===== src/rtl/ric_pkg.sv =====
`timescale 1ns / 1ps
`default_nettype none
// ----------------------------------------------------------------------------
// ric_pkg: shared types and constants for the ROM image capture block
// Sizes, status codes, the classified operation word and the result word.
// ----------------------------------------------------------------------------
package ric_pkg;

  // image store geometry
  localparam int IMAGE_DEPTH = 65536;
  localparam int ADDR_W      = $clog2(IMAGE_DEPTH);

  // fixed field widths
  localparam int IN_ADDR_W = 16;
  localparam int DATA_W    = 8;
  localparam int SIZE_W    = 17;
  localparam int COUNT_W   = 20;
  localparam int STATUS_W  = 3;

  localparam logic [DATA_W-1:0]  BLANK_BYTE       = 8'hFF;
  localparam logic [SIZE_W-1:0]  DEFAULT_ROM_SIZE = SIZE_W'(8 * 1024);
  localparam logic [SIZE_W-1:0]  DEPTH_AS_SIZE    = SIZE_W'(IMAGE_DEPTH);
  localparam logic [COUNT_W-1:0] COUNT_MAX        = {COUNT_W{1'b1}};
  localparam logic [ADDR_W-1:0]  LAST_ADDR        = ADDR_W'(IMAGE_DEPTH - 1);

  // result status codes
  typedef enum logic [STATUS_W-1:0] {
    ST_STORED    = 3'd0,
    ST_COLLISION = 3'd1,
    ST_ABORT     = 3'd2,
    ST_IGNORED   = 3'd3,
    ST_READ      = 3'd4
  } status_t;

  // operation kinds decided by the front end
  typedef enum logic [2:0] {
    OP_CAPTURE    = 3'd0,
    OP_ABORT      = 3'd1,
    OP_IGNORED    = 3'd2,
    OP_READ       = 3'd3,
    OP_READ_BLANK = 3'd4
  } op_kind_t;

  typedef struct packed {
    op_kind_t            kind;
    logic [ADDR_W-1:0]   addr;
    logic [DATA_W-1:0]   data;
  } op_t;

  // head of the operation queue as seen by the back end
  typedef struct packed {
    logic not_empty;
    op_t  head;
  } opq_stat_t;

  typedef struct packed {
    status_t              status;
    logic [DATA_W-1:0]    byte_out;
    logic [COUNT_W-1:0]   count;
    logic                 match;
  } result_t;

endpackage
`default_nettype wire


===== src/rtl/ric_op_queue.sv =====
`timescale 1ns / 1ps
`default_nettype none
// ----------------------------------------------------------------------------
// ric_op_queue: two-entry queue of classified operations
// Decouples the front end from the store access sequencer.
// ----------------------------------------------------------------------------
module ric_op_queue import ric_pkg::*; (
  input  wire logic clk,
  input  wire logic rst_n,
  input  wire logic push,
  input  wire op_t  push_op,
  output logic      full,
  input  wire logic pop,
  output opq_stat_t stat
);

  op_t        ent_r [2];
  logic       wr_ptr_r, wr_ptr_nxt;
  logic       rd_ptr_r, rd_ptr_nxt;
  logic [1:0] cnt_r, cnt_nxt;
  logic       do_push, do_pop;

  assign full           = (cnt_r == 2'd2);
  assign stat.not_empty = (cnt_r != 2'd0);
  assign stat.head      = ent_r[rd_ptr_r];

  assign do_push = push & ~full;
  assign do_pop  = pop & stat.not_empty;

  // pointer and occupancy update
  always_comb begin
    wr_ptr_nxt = wr_ptr_r ^ do_push;
    rd_ptr_nxt = rd_ptr_r ^ do_pop;
    cnt_nxt    = cnt_r + {1'b0, do_push} - {1'b0, do_pop};
  end

  always_ff @(posedge clk) begin
    if (!rst_n) begin
      wr_ptr_r <= 1'b0;
      rd_ptr_r <= 1'b0;
      cnt_r    <= 2'd0;
    end else begin
      wr_ptr_r <= wr_ptr_nxt;
      rd_ptr_r <= rd_ptr_nxt;
      cnt_r    <= cnt_nxt;
    end
  end

  // payload storage
  always_ff @(posedge clk) begin
    if (do_push) begin
      ent_r[wr_ptr_r] <= push_op;
    end
  end

`ifndef SYNTHESIS
  a_cnt_bound: assert property (@(posedge clk) disable iff (!rst_n)
    cnt_r != 2'd3)
    else $error("operation queue occupancy out of range");
`endif

endmodule
`default_nettype wire


===== config.mk =====
export PLATFORM = sky130hd
export DESIGN_NAME = ric_op_queue
export DESIGN_NICKNAME = d
export VERILOG_FILES = /design/src/rtl/ric_pkg.sv /design/src/rtl/ric_op_queue.sv
export SDC_FILE = /design/constraint.sdc
export NUM_CORES = 1
export LEC_CHECK = 0
export ABC_AREA = 1
export BUFFER_PORTS_ARGS = -buffer_cell sky130_fd_sc_hd__buf_2
export CAP_MARGIN = 20
export CORE_UTILIZATION = 40
export DETAILED_ROUTE_END_ITERATION = 12
export PLACE_DENSITY = 0.65
export SKIP_LAST_GASP = 1
export SLEW_MARGIN = 0
export SYNTH_ARGS = -nofsm -noshare
export SYNTH_HDL_FRONTEND = slang
export SYNTH_SLANG_ARGS = --single-unit

===== constraint.sdc =====
create_clock -name clk -period 1.5 [get_ports clk]
set_input_delay 0.15 -clock clk [delete_from_list [all_inputs] [get_ports clk]]
set_output_delay 0.15 -clock clk [all_outputs]
set_load 0.02 [all_outputs]

==> impl_metrics.env <==
export IMPL_failed_checks="setup timing"
export IMPL_maxCapViolCount=0
export IMPL_crit_buf_inv=2
export IMPL_place_gp_congestion=0.766
export IMPL_cp_cell_sequence="nor2_1, nor2_1, ha_1, inv_2, ha_4, inv_1, nand2_2, nand3_2, nand2_2, nor2_1"
export IMPL_synthCells=121
export IMPL_cts_buffers=9
export IMPL_critical_path_most_common_cell="nor2_1"
export IMPL_drtIter0Drc=61
export IMPL_power_mw=5.70
export IMPL_grt_pass1_wl_mm=6.44
export IMPL_start_util=0.417
export IMPL_core_area_um2=5540
export IMPL_cp_slowest_stage_delay_ps=390
export IMPL_max_slew_margin=0.855
export IMPL_pin_count=60
export IMPL_hold_path_depth=1
export IMPL_hold_ws_ps=19.1
export IMPL_rows=27
export IMPL_fmax_ghz=0.661
export IMPL_synth_avg_cell_area_um2=19.1
export IMPL_powerDensity_nw_per_um2=1710
export IMPL_netlist_cell_type_count=13
export IMPL_final_area_um2=3340
export IMPL_clock_skew_ps=5.84
export IMPL_grt_overflow=0
export IMPL_clock_sinks=59
export IMPL_synth_nets=156
export IMPL_grt_util_all_layers=0.149
export IMPL_cts_tree="built"
export IMPL_nNetsFinal=248
export IMPL_port_buffers=59
export IMPL_finalWorstPathRequiredPeriod_ps=1510
export IMPL_htree_levels=3
export IMPL_placedCellCount=255
export IMPL_wl_per_cell_um=15.2
export IMPL_dp_hpwl_mm=2.80
export IMPL_first_global_vias=1429
export IMPL_fp_dieH_um=78.0
export IMPL_tns_ps=-101
export IMPL_synth_area_top_cells="edfxtp_1 70%, mux2_4 13%, dfxtp_1 4.3%"
export IMPL_synth_top_cell_area_share=0.701
export IMPL_cp_arrival_ps=1730
export IMPL_cp_top_family="simple AND/OR/NAND/NOR gates"
export IMPL_yosys_warnings=0
export IMPL_setup_slack_ps=-13.6
export IMPL_cp_required_ps=1720
export IMPL_crit_cells=10
export IMPL_post_route_util=0.602
export IMPL_end_kind="flip-flop"
export IMPL_finalHoldViolCount=0
export IMPL_layout_drive_gt1_share=0.555
export IMPL_worstPathMaxFanout=5
export IMPL_area_growth_pct=44.3
export IMPL_worstSkewPairLatency_ps=330
export IMPL_period_share=1.01
export IMPL_syn_area_um2=2310
export IMPL_slew_violations=0
export IMPL_p_leak_nw=1.37
export IMPL_layout_cells_non_filler=290
export IMPL_antenna_found_initial=0
export IMPL_rsz0062_at_grt="true"
export IMPL_path_class="reg2reg"
export IMPL_tightest_slew_ps=218
export IMPL_peakVddDrop_uv=1020
export IMPL_cp_slowest_cell="dfxtp_4"
export IMPL_hp_class="in2reg"
export IMPL_diodes=0
export IMPL_layout_common_cells="54 x edfxtp_1, 32 x buf_2, 27 x mux2_4, 27 x buf_6, 16 x dlygate4sd3_1"
export IMPL_crit_path_start_kind="flip-flop"
export IMPL_cts_root_buf="clkbuf_8"
export IMPL_final_common_cell="edfxtp_1"
export IMPL_dp_slack_ps=-161
export IMPL_die_area_um2=6090
export IMPL_dr_total_vias=1346
export IMPL_setup_violations=14
export IMPL_die_x_um=78.0
export IMPL_drt_pass1_iter_count=4
export IMPL_finalWirelength_mm=4.40
export IMPL_post_dp_cell_area_um2=2710
export IMPL_drc=0
export IMPL_grt_max_degree=16
export IMPL_ant_nets=0
export IMPL_seq_area_frac_synth=0.745
export IMPL_reg2reg_depth=10
export IMPL_vias_per_cell=4.64
export IMPL_clkTransAtPathRegs_ps=60
export IMPL_yosysTopAreaCell="edfxtp_1"
export IMPL_clockBufferDepth=2
export IMPL_ys_ff_latch=59
export IMPL_outcome="complete, but fails checks"
[registers in the layout (all words and copies together), names as in the netlist, named ones only]
signal,flops
rd_ptr_r,1
wr_ptr_r,1
cnt_r,2
ent_r,54
[per-layer routing]
metal,track usage,up-vias,part of all wire
met5,0,-,0
met3,0.0547,11,0.047
li1,-,627,-
met1,0.157,664,0.40
met2,0.252,44,0.53
met4,0.0981,0,0.028
[Yosys cell counts (all sizes together)]
cell type,number
inv,10
ha,4
buf,3
nand3,2
mux2,27
o21ai,1
dfxtp,5
a21oi,1
edfxtp,54
nor2,8
nand2,6
[final timing paths]
path / start / slack (ps) / endpoint
max: cnt_r[0] / -10 / cnt_r[1]
min: push_op[21] / 20 / ent_r[0][21]
max reg2reg: cnt_r[0] / -10 / cnt_r[1]
min reg2reg: rd_ptr_r / 530 / rd_ptr_r
[repair_timing]
item / in CTS / in global routing
hold endpoints to repair: 24 / 6
setup endpoints to repair: 16 / 28
hold buffers: 13 / 3
buffers inserted: 0 / 1
cloned: 0 / 2
gates resized for setup: 8 / 71
pin swaps: 0 / 3
[report_power, final]
| part | internal (mW) | switching, mW | total [mW] |
|---|---|---|---|
| combinational | 1.18 | 1.05 | 2.23 |
| clock | 0.583 | 0.589 | 1.17 |
| sequential | 2.16 | 0.138 | 2.30 |
[layout make-up]
cell class | count | area [um^2]
inverters | 10 | 37.5
well taps | 72 | 90.1
clock buffers | 10 | 128
repair buffers | 84 | 752
multi-input cells | 49 | 566
flip-flops and latches | 59 | 1730
clock inverters | 6 | 32.5
fillers | 437 | 2200
[kinds of logic after synthesis]
family / count (synthesis) / share of synthesized area
adders and majority gates: 4 / 0.0216
muxes: 27 / 0.164
and+or+nand+nor: 16 / 0.0271
DFF: 59 / 0.745
buffers and inverters: 13 / 0.0384
AOI/OAI and AO/OA: 2 / 0.00432
No activity file was read; power rests on OpenSTA's default activity.
