$ cat config.mk
export PLATFORM = sky130hd
export DESIGN_NAME = ric_front
export DESIGN_NICKNAME = d
export VERILOG_FILES = /design/src/rtl/ric_pkg.sv /design/src/rtl/ric_front.sv
export SDC_FILE = /design/constraint.sdc
export NUM_CORES = 1
export LEC_CHECK = 0
export BUFFER_PORTS_ARGS = -buffer_cell sky130_fd_sc_hd__buf_2
export CORE_MARGIN = 10
export CORE_UTILIZATION = 38
export CTS_CLUSTER_SIZE = 24
export DETAILED_ROUTE_END_ITERATION = 6
export GPL_TIMING_DRIVEN = 1
export PLACE_DENSITY = 0.83
export REMOVE_ABC_BUFFERS = 1
export SETUP_SLACK_MARGIN = 0.3
export SLEW_MARGIN = 20
export SYNTH_ARGS = -nofsm -noshare
export SYNTH_HDL_FRONTEND = slang
export SYNTH_SLANG_ARGS = --single-unit
$ cat constraint.sdc
create_clock -name clk -period 3 [get_ports clk]
set_input_delay 0.45 -clock clk [delete_from_list [all_inputs] [get_ports clk]]
set_output_delay 0.45 -clock clk [all_outputs]
set_load 0.02 [all_outputs]
$ cat src/rtl/ric_pkg.sv
`timescale 1ns / 1ps
`default_nettype none
// ----------------------------------------------------------------------------
// ric_pkg: shared types and constants for the ROM image capture block
// Sizes, status codes, the classified operation word and the result word.
// ----------------------------------------------------------------------------
package ric_pkg;

  // image store geometry
  localparam int IMAGE_DEPTH = 65536;
  localparam int ADDR_W      = $clog2(IMAGE_DEPTH);

  // fixed field widths
  localparam int IN_ADDR_W = 16;
  localparam int DATA_W    = 8;
  localparam int SIZE_W    = 17;
  localparam int COUNT_W   = 20;
  localparam int STATUS_W  = 3;

  localparam logic [DATA_W-1:0]  BLANK_BYTE       = 8'hFF;
  localparam logic [SIZE_W-1:0]  DEFAULT_ROM_SIZE = SIZE_W'(8 * 1024);
  localparam logic [SIZE_W-1:0]  DEPTH_AS_SIZE    = SIZE_W'(IMAGE_DEPTH);
  localparam logic [COUNT_W-1:0] COUNT_MAX        = {COUNT_W{1'b1}};
  localparam logic [ADDR_W-1:0]  LAST_ADDR        = ADDR_W'(IMAGE_DEPTH - 1);

  // result status codes
  typedef enum logic [STATUS_W-1:0] {
    ST_STORED    = 3'd0,
    ST_COLLISION = 3'd1,
    ST_ABORT     = 3'd2,
    ST_IGNORED   = 3'd3,
    ST_READ      = 3'd4
  } status_t;

  // operation kinds decided by the front end
  typedef enum logic [2:0] {
    OP_CAPTURE    = 3'd0,
    OP_ABORT      = 3'd1,
    OP_IGNORED    = 3'd2,
    OP_READ       = 3'd3,
    OP_READ_BLANK = 3'd4
  } op_kind_t;

  typedef struct packed {
    op_kind_t            kind;
    logic [ADDR_W-1:0]   addr;
    logic [DATA_W-1:0]   data;
  } op_t;

  // head of the operation queue as seen by the back end
  typedef struct packed {
    logic not_empty;
    op_t  head;
  } opq_stat_t;

  typedef struct packed {
    status_t              status;
    logic [DATA_W-1:0]    byte_out;
    logic [COUNT_W-1:0]   count;
    logic                 match;
  } result_t;

endpackage
`default_nettype wire

$ cat src/rtl/ric_front.sv
`timescale 1ns / 1ps
`default_nettype none
// ----------------------------------------------------------------------------
// ric_front: input acceptance and classification
// Checks bounds, keeps the abort flag and emits one operation word per item.
// ----------------------------------------------------------------------------
module ric_front import ric_pkg::*; (
  input  wire logic                 clk,
  input  wire logic                 rst_n,
  input  wire logic                 in_push,
  output logic                      in_full,
  input  wire logic                 in_action,
  input  wire logic [IN_ADDR_W-1:0] in_address,
  input  wire logic [DATA_W-1:0]    in_data_byte,
  input  wire logic [SIZE_W-1:0]    rom_size,
  input  wire logic                 clear_busy,
  input  wire logic                 q_full,
  output logic                      op_push,
  output op_t                       op
);

  logic              abort_r;
  logic              abort_nxt;
  logic [SIZE_W-1:0] bound;
  logic [SIZE_W-1:0] addr_ext;
  op_kind_t          kind;

  // stall while the queue is full or the store is still being blanked
  assign in_full = q_full | clear_busy;
  assign op_push = in_push & ~in_full;

  // capture bound is the smaller of the size and the store depth
  assign bound    = (rom_size < DEPTH_AS_SIZE) ? rom_size : DEPTH_AS_SIZE;
  assign addr_ext = SIZE_W'(in_address);

  // classify the word
  always_comb begin
    if (in_action) begin
      kind = (addr_ext >= DEPTH_AS_SIZE) ? OP_READ_BLANK : OP_READ;
    end else if (abort_r) begin
      kind = OP_IGNORED;
    end else if (addr_ext >= bound) begin
      kind = OP_ABORT;
    end else begin
      kind = OP_CAPTURE;
    end
  end

  assign op.kind = kind;
  assign op.addr = in_address[ADDR_W-1:0];
  assign op.data = in_data_byte;

  // abort flag: sticky until reset
  assign abort_nxt = abort_r | (op_push & (kind == OP_ABORT));

  always_ff @(posedge clk) begin
    if (!rst_n) begin
      abort_r <= 1'b0;
    end else begin
      abort_r <= abort_nxt;
    end
  end

`ifndef SYNTHESIS
  // once aborted, captures are only ever ignored
  a_abort_sticky: assert property (@(posedge clk) disable iff (!rst_n)
    (op_push && abort_r && !in_action) |-> (kind == OP_IGNORED))
    else $error("capture classified while aborted");
`endif

endmodule
`default_nettype wire

==> run summary, run 1 <==
The die covers 4092 um^2. The via count of the first global-routing pass was 878; the compound-cell area share of the yosys netlist was 16.52%. The largest family of logic cells by synthesized area was buffers and inverters.

The number of I/O port buffers is 58, and the final clock period utilization by the worst path is 84.46%. After detailed routing, the average wire length per cell comes to 14.10 um. The data arrival at the endpoint of the critical path was 2.08 ns; the routed wire length was 2.213 mm. Global routing used 9.744% of the available tracks.

The initial utilization of the core area, before any placement, comes to 41.19%. The routed layout has 786 vias. The tools report the area of the core region as 1783 um^2.

For this run, the leading register cell type out of synthesis is dfxtp_1. At the placement stage, the worst setup path has a slack of 0.4039 ns. The first-pass GRT wire length was 3.588 mm; the number of nets in the layout was 197. At the end of routability-driven placement, the weighted congestion stood at 0.7956. Flop and latch count out of synthesis: 1.

Maximum achievable frequency: 394.7 MHz. After Yosys synthesis, XOR and XNOR cells account for 0% of the synthesized area. The number of flip-flops in the largest register was 1. Counting flops per register, the top entry is abort_r. For this run, the number of Yosys warnings is 0. The average instance in the mapped netlist occupies 7.345 um^2. The via-per-instance ratio is 5.006. The die is 63.97 um wide. The antenna diode count came out at 0. The kind of end point of the critical path was an output pin. The wire-length estimate of the detail-placed layout is 2.007 mm. The later pin in the worst-skew pair is clocked with a latency of 0 ns. The critical path is of the input port to output pin type. The count of endpoints failing hold in the final timing report is 0, and the number of antenna violations at the first check in global routing is 0.

Before antenna repair, the detailed router went through 4 iterations. The path class of the tightest hold or removal check is register to register. For the cell count after placement, the log shows 157. The largest registers in the layout are abort_r: 1 flops. Across the VDD grid, the largest voltage drop is 0.00005778 V. The run gives 0.4662 ns as the final worst setup slack. The run gives 2.55 ns as the data required time of the critical path. The post-synthesis share of cell area spent on full adders, half adders and majority gates was 27.26%; the part of the Yosys area used for sequential elements was 2.726%. After routing the design area is 873.3 um^2. The worst setup path is launched from an input port. After layout, the minimum clock period comes to 2.534 ns. Compared with the post-synthesis result, the final layout area differs by 18.91%. The flow ran to the end, and the final reports show no timing, DRC or antenna violations. The aggregate negative setup slack was 0 ns; the power density normalized to cell area was 165.4 nW/um^2. The tools report the number of violations of the max-capacitance limit as 0. For the number of remaining DRC errors, the log shows 0. After the first detailed-routing iteration, the DRC count stood at 15.

Multiplexer cells account for 0% of the synthesized area. Pin placement for this block handled 76 I/O pins. For the final-report max-slew violation count, the log shows 0. The clock-pin transition on the worst setup and hold timing paths was 0 ns. The floorplan has 15 rows. Excluding fillers, the count of instances in the completed layout stands at 157. Setup violations remaining at the end of the flow were counted as 0. Counting instances, the worst hold path has a depth of 2. Global routing finished with a remaining overflow of 0. Die height: 63.97 um.

The maximum fanout count along the critical path is 18, and the total cell area at the placement stage is 864.6 um^2. For the number of distinct library cells after synthesis, the log shows 22. Counting every instance in the synthesized netlist gives 100. Of the cells placed in the final design, the portion with a size suffix greater than 1 is 46.97%. The tightest hold path in the finished design has a slack of 0.6140 ns. The count of nets left with antenna violations once routing finished came out at 0. The number of filler cells placed in the layout is 188.

Number of enable flip-flop cells after synthesis: 0. After synthesis, the share of flip-flops with an asynchronous set or reset is 0%. Setup repair after global routing left no endpoint under its margin. The maximum number of pins on one net before global-route repair came out at 19.

The post-synthesis share of cell area spent on and, or, nand and nor gates came out at 25.38%. In this run the static leakage power is 0.4631 nW. Clock skew on the completed layout was measured at 0 ns. The worst reg-to-reg path cell count is 2, and the netlist area before placement is 734.5 um^2.
## worst max-delay path, cell delays in order
cell and delay, ns:
buf_2 0.18, nand2b_1 0.17, ha_1 0.31, nand4_1 0.15, a2111oi_2 0.35, a211oi_1 0.11, a31oi_1 0.18, buf_4 0.17
## layout by cell type (no fill, tap or decap)
cell / count
buf_2: 57
nand2b_1: 16
ha_1: 16
a21oi_1: 8
nor2_1: 6
o21ai_0: 4
inv_1: 3
nand4_1: 3
nand2_1: 3
or2_2: 2
a211oi_1: 2
a31oi_1: 2
nor2b_1: 1
a2111oi_2: 1
nand3_1: 1
o21bai_1: 1
or4b_1: 1
a211oi_2: 1
o21ai_1: 1
conb_1: 1
dfxtp_1: 1
buf_4: 1
## final timing paths
check / slack [ns] / from / end
setup / recovery: 0.47 / rom_size[16] / op[24]
hold / removal: 0.61 / abort_r / abort_r
setup reg to reg: 2.28 / abort_r / abort_r
hold reg to reg: 0.61 / abort_r / abort_r
## cells in the mapped netlist, types with 2 or more instances
cell | number | area share (%)
buf_4 | 25 | 26
ha_1 | 16 | 27
nand2b_1 | 16 | 14
a21oi_1 | 8 | 5.5
nor2_1 | 6 | 3.1
o21ai_0 | 4 | 2.7
inv_1 | 3 | 1.5
nand2_1 | 3 | 1.5
nand4_1 | 3 | 2.6
a211oi_1 | 2 | 2.0
a31oi_1 | 2 | 1.7
or2_2 | 2 | 1.7
## stage by stage
step | util (%) | power [W]
final | 48.98 | 0.0001445
after global routing | 48.98 | 0.0001611
after global placement | 48.49 | 0.0001375
after detailed placement | 48.49 | 0.0001424
after CTS | 48.49 | 0.0001431
after floorplan | - | 0.00007111
## power by group
group	switching [W]	internal [W]
combinational	0.0000722	0.0000584
sequential	0.000000146	0.0000137
clock	0	0
total	0.0000724	0.0000721
## kinds of logic after synthesis
family,Yosys count
AND/OR/NAND/NOR,33
buffers and inverters,29
AO/OA/AOI/OAI,20
adder cells (fa/ha/maj),16
flip-flops,1
other,1
## timing repair
| item | in CTS | in global routing |
|---|---|---|
| gates resized for setup | 0 | 3 |
| buffers inserted | 0 | 0 |
| setup endpoints to repair | 0 | 1 |
| hold buffers | 0 | 0 |
## final cells by class
| cell class | count | area (um^2) | area share, % |
|---|---|---|---|
| Multi-Input combinational cell | 70 | 518.0 | 59.31 |
| Timing Repair Buffer | 58 | 292.8 | 33.52 |
| Tap cell | 25 | 31.28 | 3.582 |
| Sequential cell | 1 | 20.02 | 2.292 |
| Inverter | 3 | 11.26 | 1.289 |
## layer usage
layer | global-route usage (%) | vias to the layer above | wire [um]
li1 | - | 389 | -
met1 | 9.524 | 333 | 807
met2 | 17.04 | 62 | 1011
met3 | 6.969 | 2 | 373
met4 | 0.8197 | 0 | 21
met5 | 0 | - | 0
(Power assumes the default switching activity.)
==> run 2: changes to the inputs <==
CORE_UTILIZATION = 32   (was 38)
PLACE_DENSITY = 0.74   (was 0.83)
clock period = 2.2 ns   (was 3 ns; I/O delays follow)
==> run summary, run 2 (synthesis results as in run 1) <==
The master of the slowest instance on the critical path was a2111oi_4. Kind of end point of the critical path: an output pin. Once detailed placement completed, the half-perimeter wirelength came to 2.104 mm. The area growth from synthesis to final layout works out to 58.26%. The critical path start-end classification was input port to output pin. The count of endpoints failing hold in the final timing report is 0. Counting both buffers and inverters, the worst setup path holds a total of 2. The count of vias placed by the detailed router was 822. The total area inside the core boundary comes to 2191 um^2. The internal power contribution was 0.0001466 W; the number of remaining DRC errors was 0.

76 I/O pins were placed. Number of antenna violations at the first check in global routing: 0. The signal on the critical path passes through buf_12 > nand2b_4 > ha_4 > nand4_1 > a2111oi_4 > a211oi_2 > a31oi_1 > buf_4. The maximum fanout count along the critical path came out at 7. The share of total power in the clock network is 0%. The largest register by flop count is abort_r.

Via-per-instance ratio: 4.835. The first global-routing pass estimated 3.829 mm of wire. The number of antenna-violating nets in the routed design is 0.

The run gives 4611 um^2 as the floorplan die area. After layout, the worst setup slack is 0.09648 ns. STA puts the critical path data required time at 1.87 ns. The leakage power is 0.5763 nW. The maximum number of pins on one net before global-route repair came out at 8. The minimum period implied by the final worst setup slack is 2.104 ns. The most common library cell in the layout ignoring fill and taps was buf_2. The die height is 67.91 um, and the global route total overflow is 0.

Net switching is 45.67% of the power. The starting density of the core was 33.52%. In the final layout, the registers with the most flip-flops are abort_r: 1 flops. The width of the die was 67.91 um. The kind of launch point of the worst setup path was an input port. Global routing used 10.00% of the available tracks. The first TritonRoute pass finished after 3 iterations. The final critical path takes up 95.61% of the cycle.

The number of nets in the layout is 207. Setup repair after global routing could not meet its margin everywhere. The tools report the via count of the first global-routing pass as 919. The number of flip-flops in the largest register was 1; the total of endpoints with negative setup slack in the final report was 0. In the final routed layout, each cell accounts on average for 15.72 um.

Sequential cells burn 7.0% of the power. At the later pin of the worst-skew pair, clock insertion delay measures 0 ns. In this run, the number of DRC markers left after iteration 0 of detailed routing was 9. Power density normalized to cell area: 232.1 nW/um^2. The class of the tightest hold or removal check is register to register.

Summed over all layers, the routed wires come to 2.673 mm. The logs give 1.77 ns for the data arrival at the endpoint of the critical path and 0 ns for the aggregate negative setup slack. In the final layout, the share of cells above drive strength 1 is 63.38%. The weighted congestion reported at the end of routability-driven placement is 0.8169, and the total of hold buffers inserted after clock tree synthesis is 0.

Combinational cells account for 93.0% of the total power. The longest individual stage delay on the worst path is 0.36 ns. The logs give -0.09682 ns for the worst setup slack after placement and 0.0001180 V for the largest voltage drop on the vdd net. In the layout the commonest cells are buf_2, ha_1, buf_4. The antenna diode count is 0.

The cell type group with the largest total delay on the critical path was compound AO/OA/AOI/OAI gates. Across the routed clock network, the largest skew measured is 0 ns. Power comes to 0.0002698 W.

The count of buffers added on input and output ports is 58. The reported net switching power was 0.0001232 W; the placement row count was 17. Max-cap violations in this run came to 0. The run gives 0 as the final-report max-slew violation count. Clock-pin transition on the worst setup and hold timing paths: 0 ns. The run finished with clean final reports. The maximum achievable frequency was 475.4 MHz.
## run 2: path summary, 6_finish.rpt
kind                     start       to  slack [ns]  cells past startpoint
hold reg to reg        abort_r  abort_r        0.56                      2
setup reg to reg       abort_r  abort_r        1.56                      2
setup / recovery  rom_size[16]   op[24]         0.1                      8
hold / removal         abort_r  abort_r        0.56                      2
## run 2: layer usage
metal,wire (um),GRT usage [%]
met5,0,0
met4,19,1.759
met3,440,6.362
met2,1402,19.48
met1,809,8.456
## run 2: final cells by class
type	instances	area, um^2
fillers	216	1028
inverters	3	11.26
multi-input cells	70	689.4
flip-flops and latches	1	20.02
well taps	28	35.03
repair buffers	68	406.6
## run 2: through the flow
stage                     cell area (um^2)  cells  hold WS [ns]  utilization (%)
after global placement               890.9    163        0.5446            40.66
final                                 1162    170        0.5588            53.06
after CTS                             1037    166        0.5378            47.34
after global routing                  1162    170        0.5959            53.06
after floorplan                      543.0     74        0.4717                -
after detailed placement             890.9    163        0.5409            40.66
## run 2: power by group through the flow
stage          Combinational, W  Clock [W]  Sequential (W)
2_1_floorplan         0.0000781          0       0.0000188
3_3_place_gp           0.000174          0       0.0000189
3_5_place_dp           0.000183          0       0.0000189
4_1_cts                0.000218          0       0.0000189
5_1_grt                0.000278          0       0.0000189
6_report               0.000251          0       0.0000189
## run 2: worst min-delay path: cells and delay by family, from the launching register on
family          cells  cell delay, ns
compound gates      2            0.19
flops               1            0.31
## run 2: repair_timing
action	CTS	global route
pin swaps	9	9
gates resized for setup	17	11
buffers inserted	2	4
setup endpoints to repair	1	2
cloned	1	0
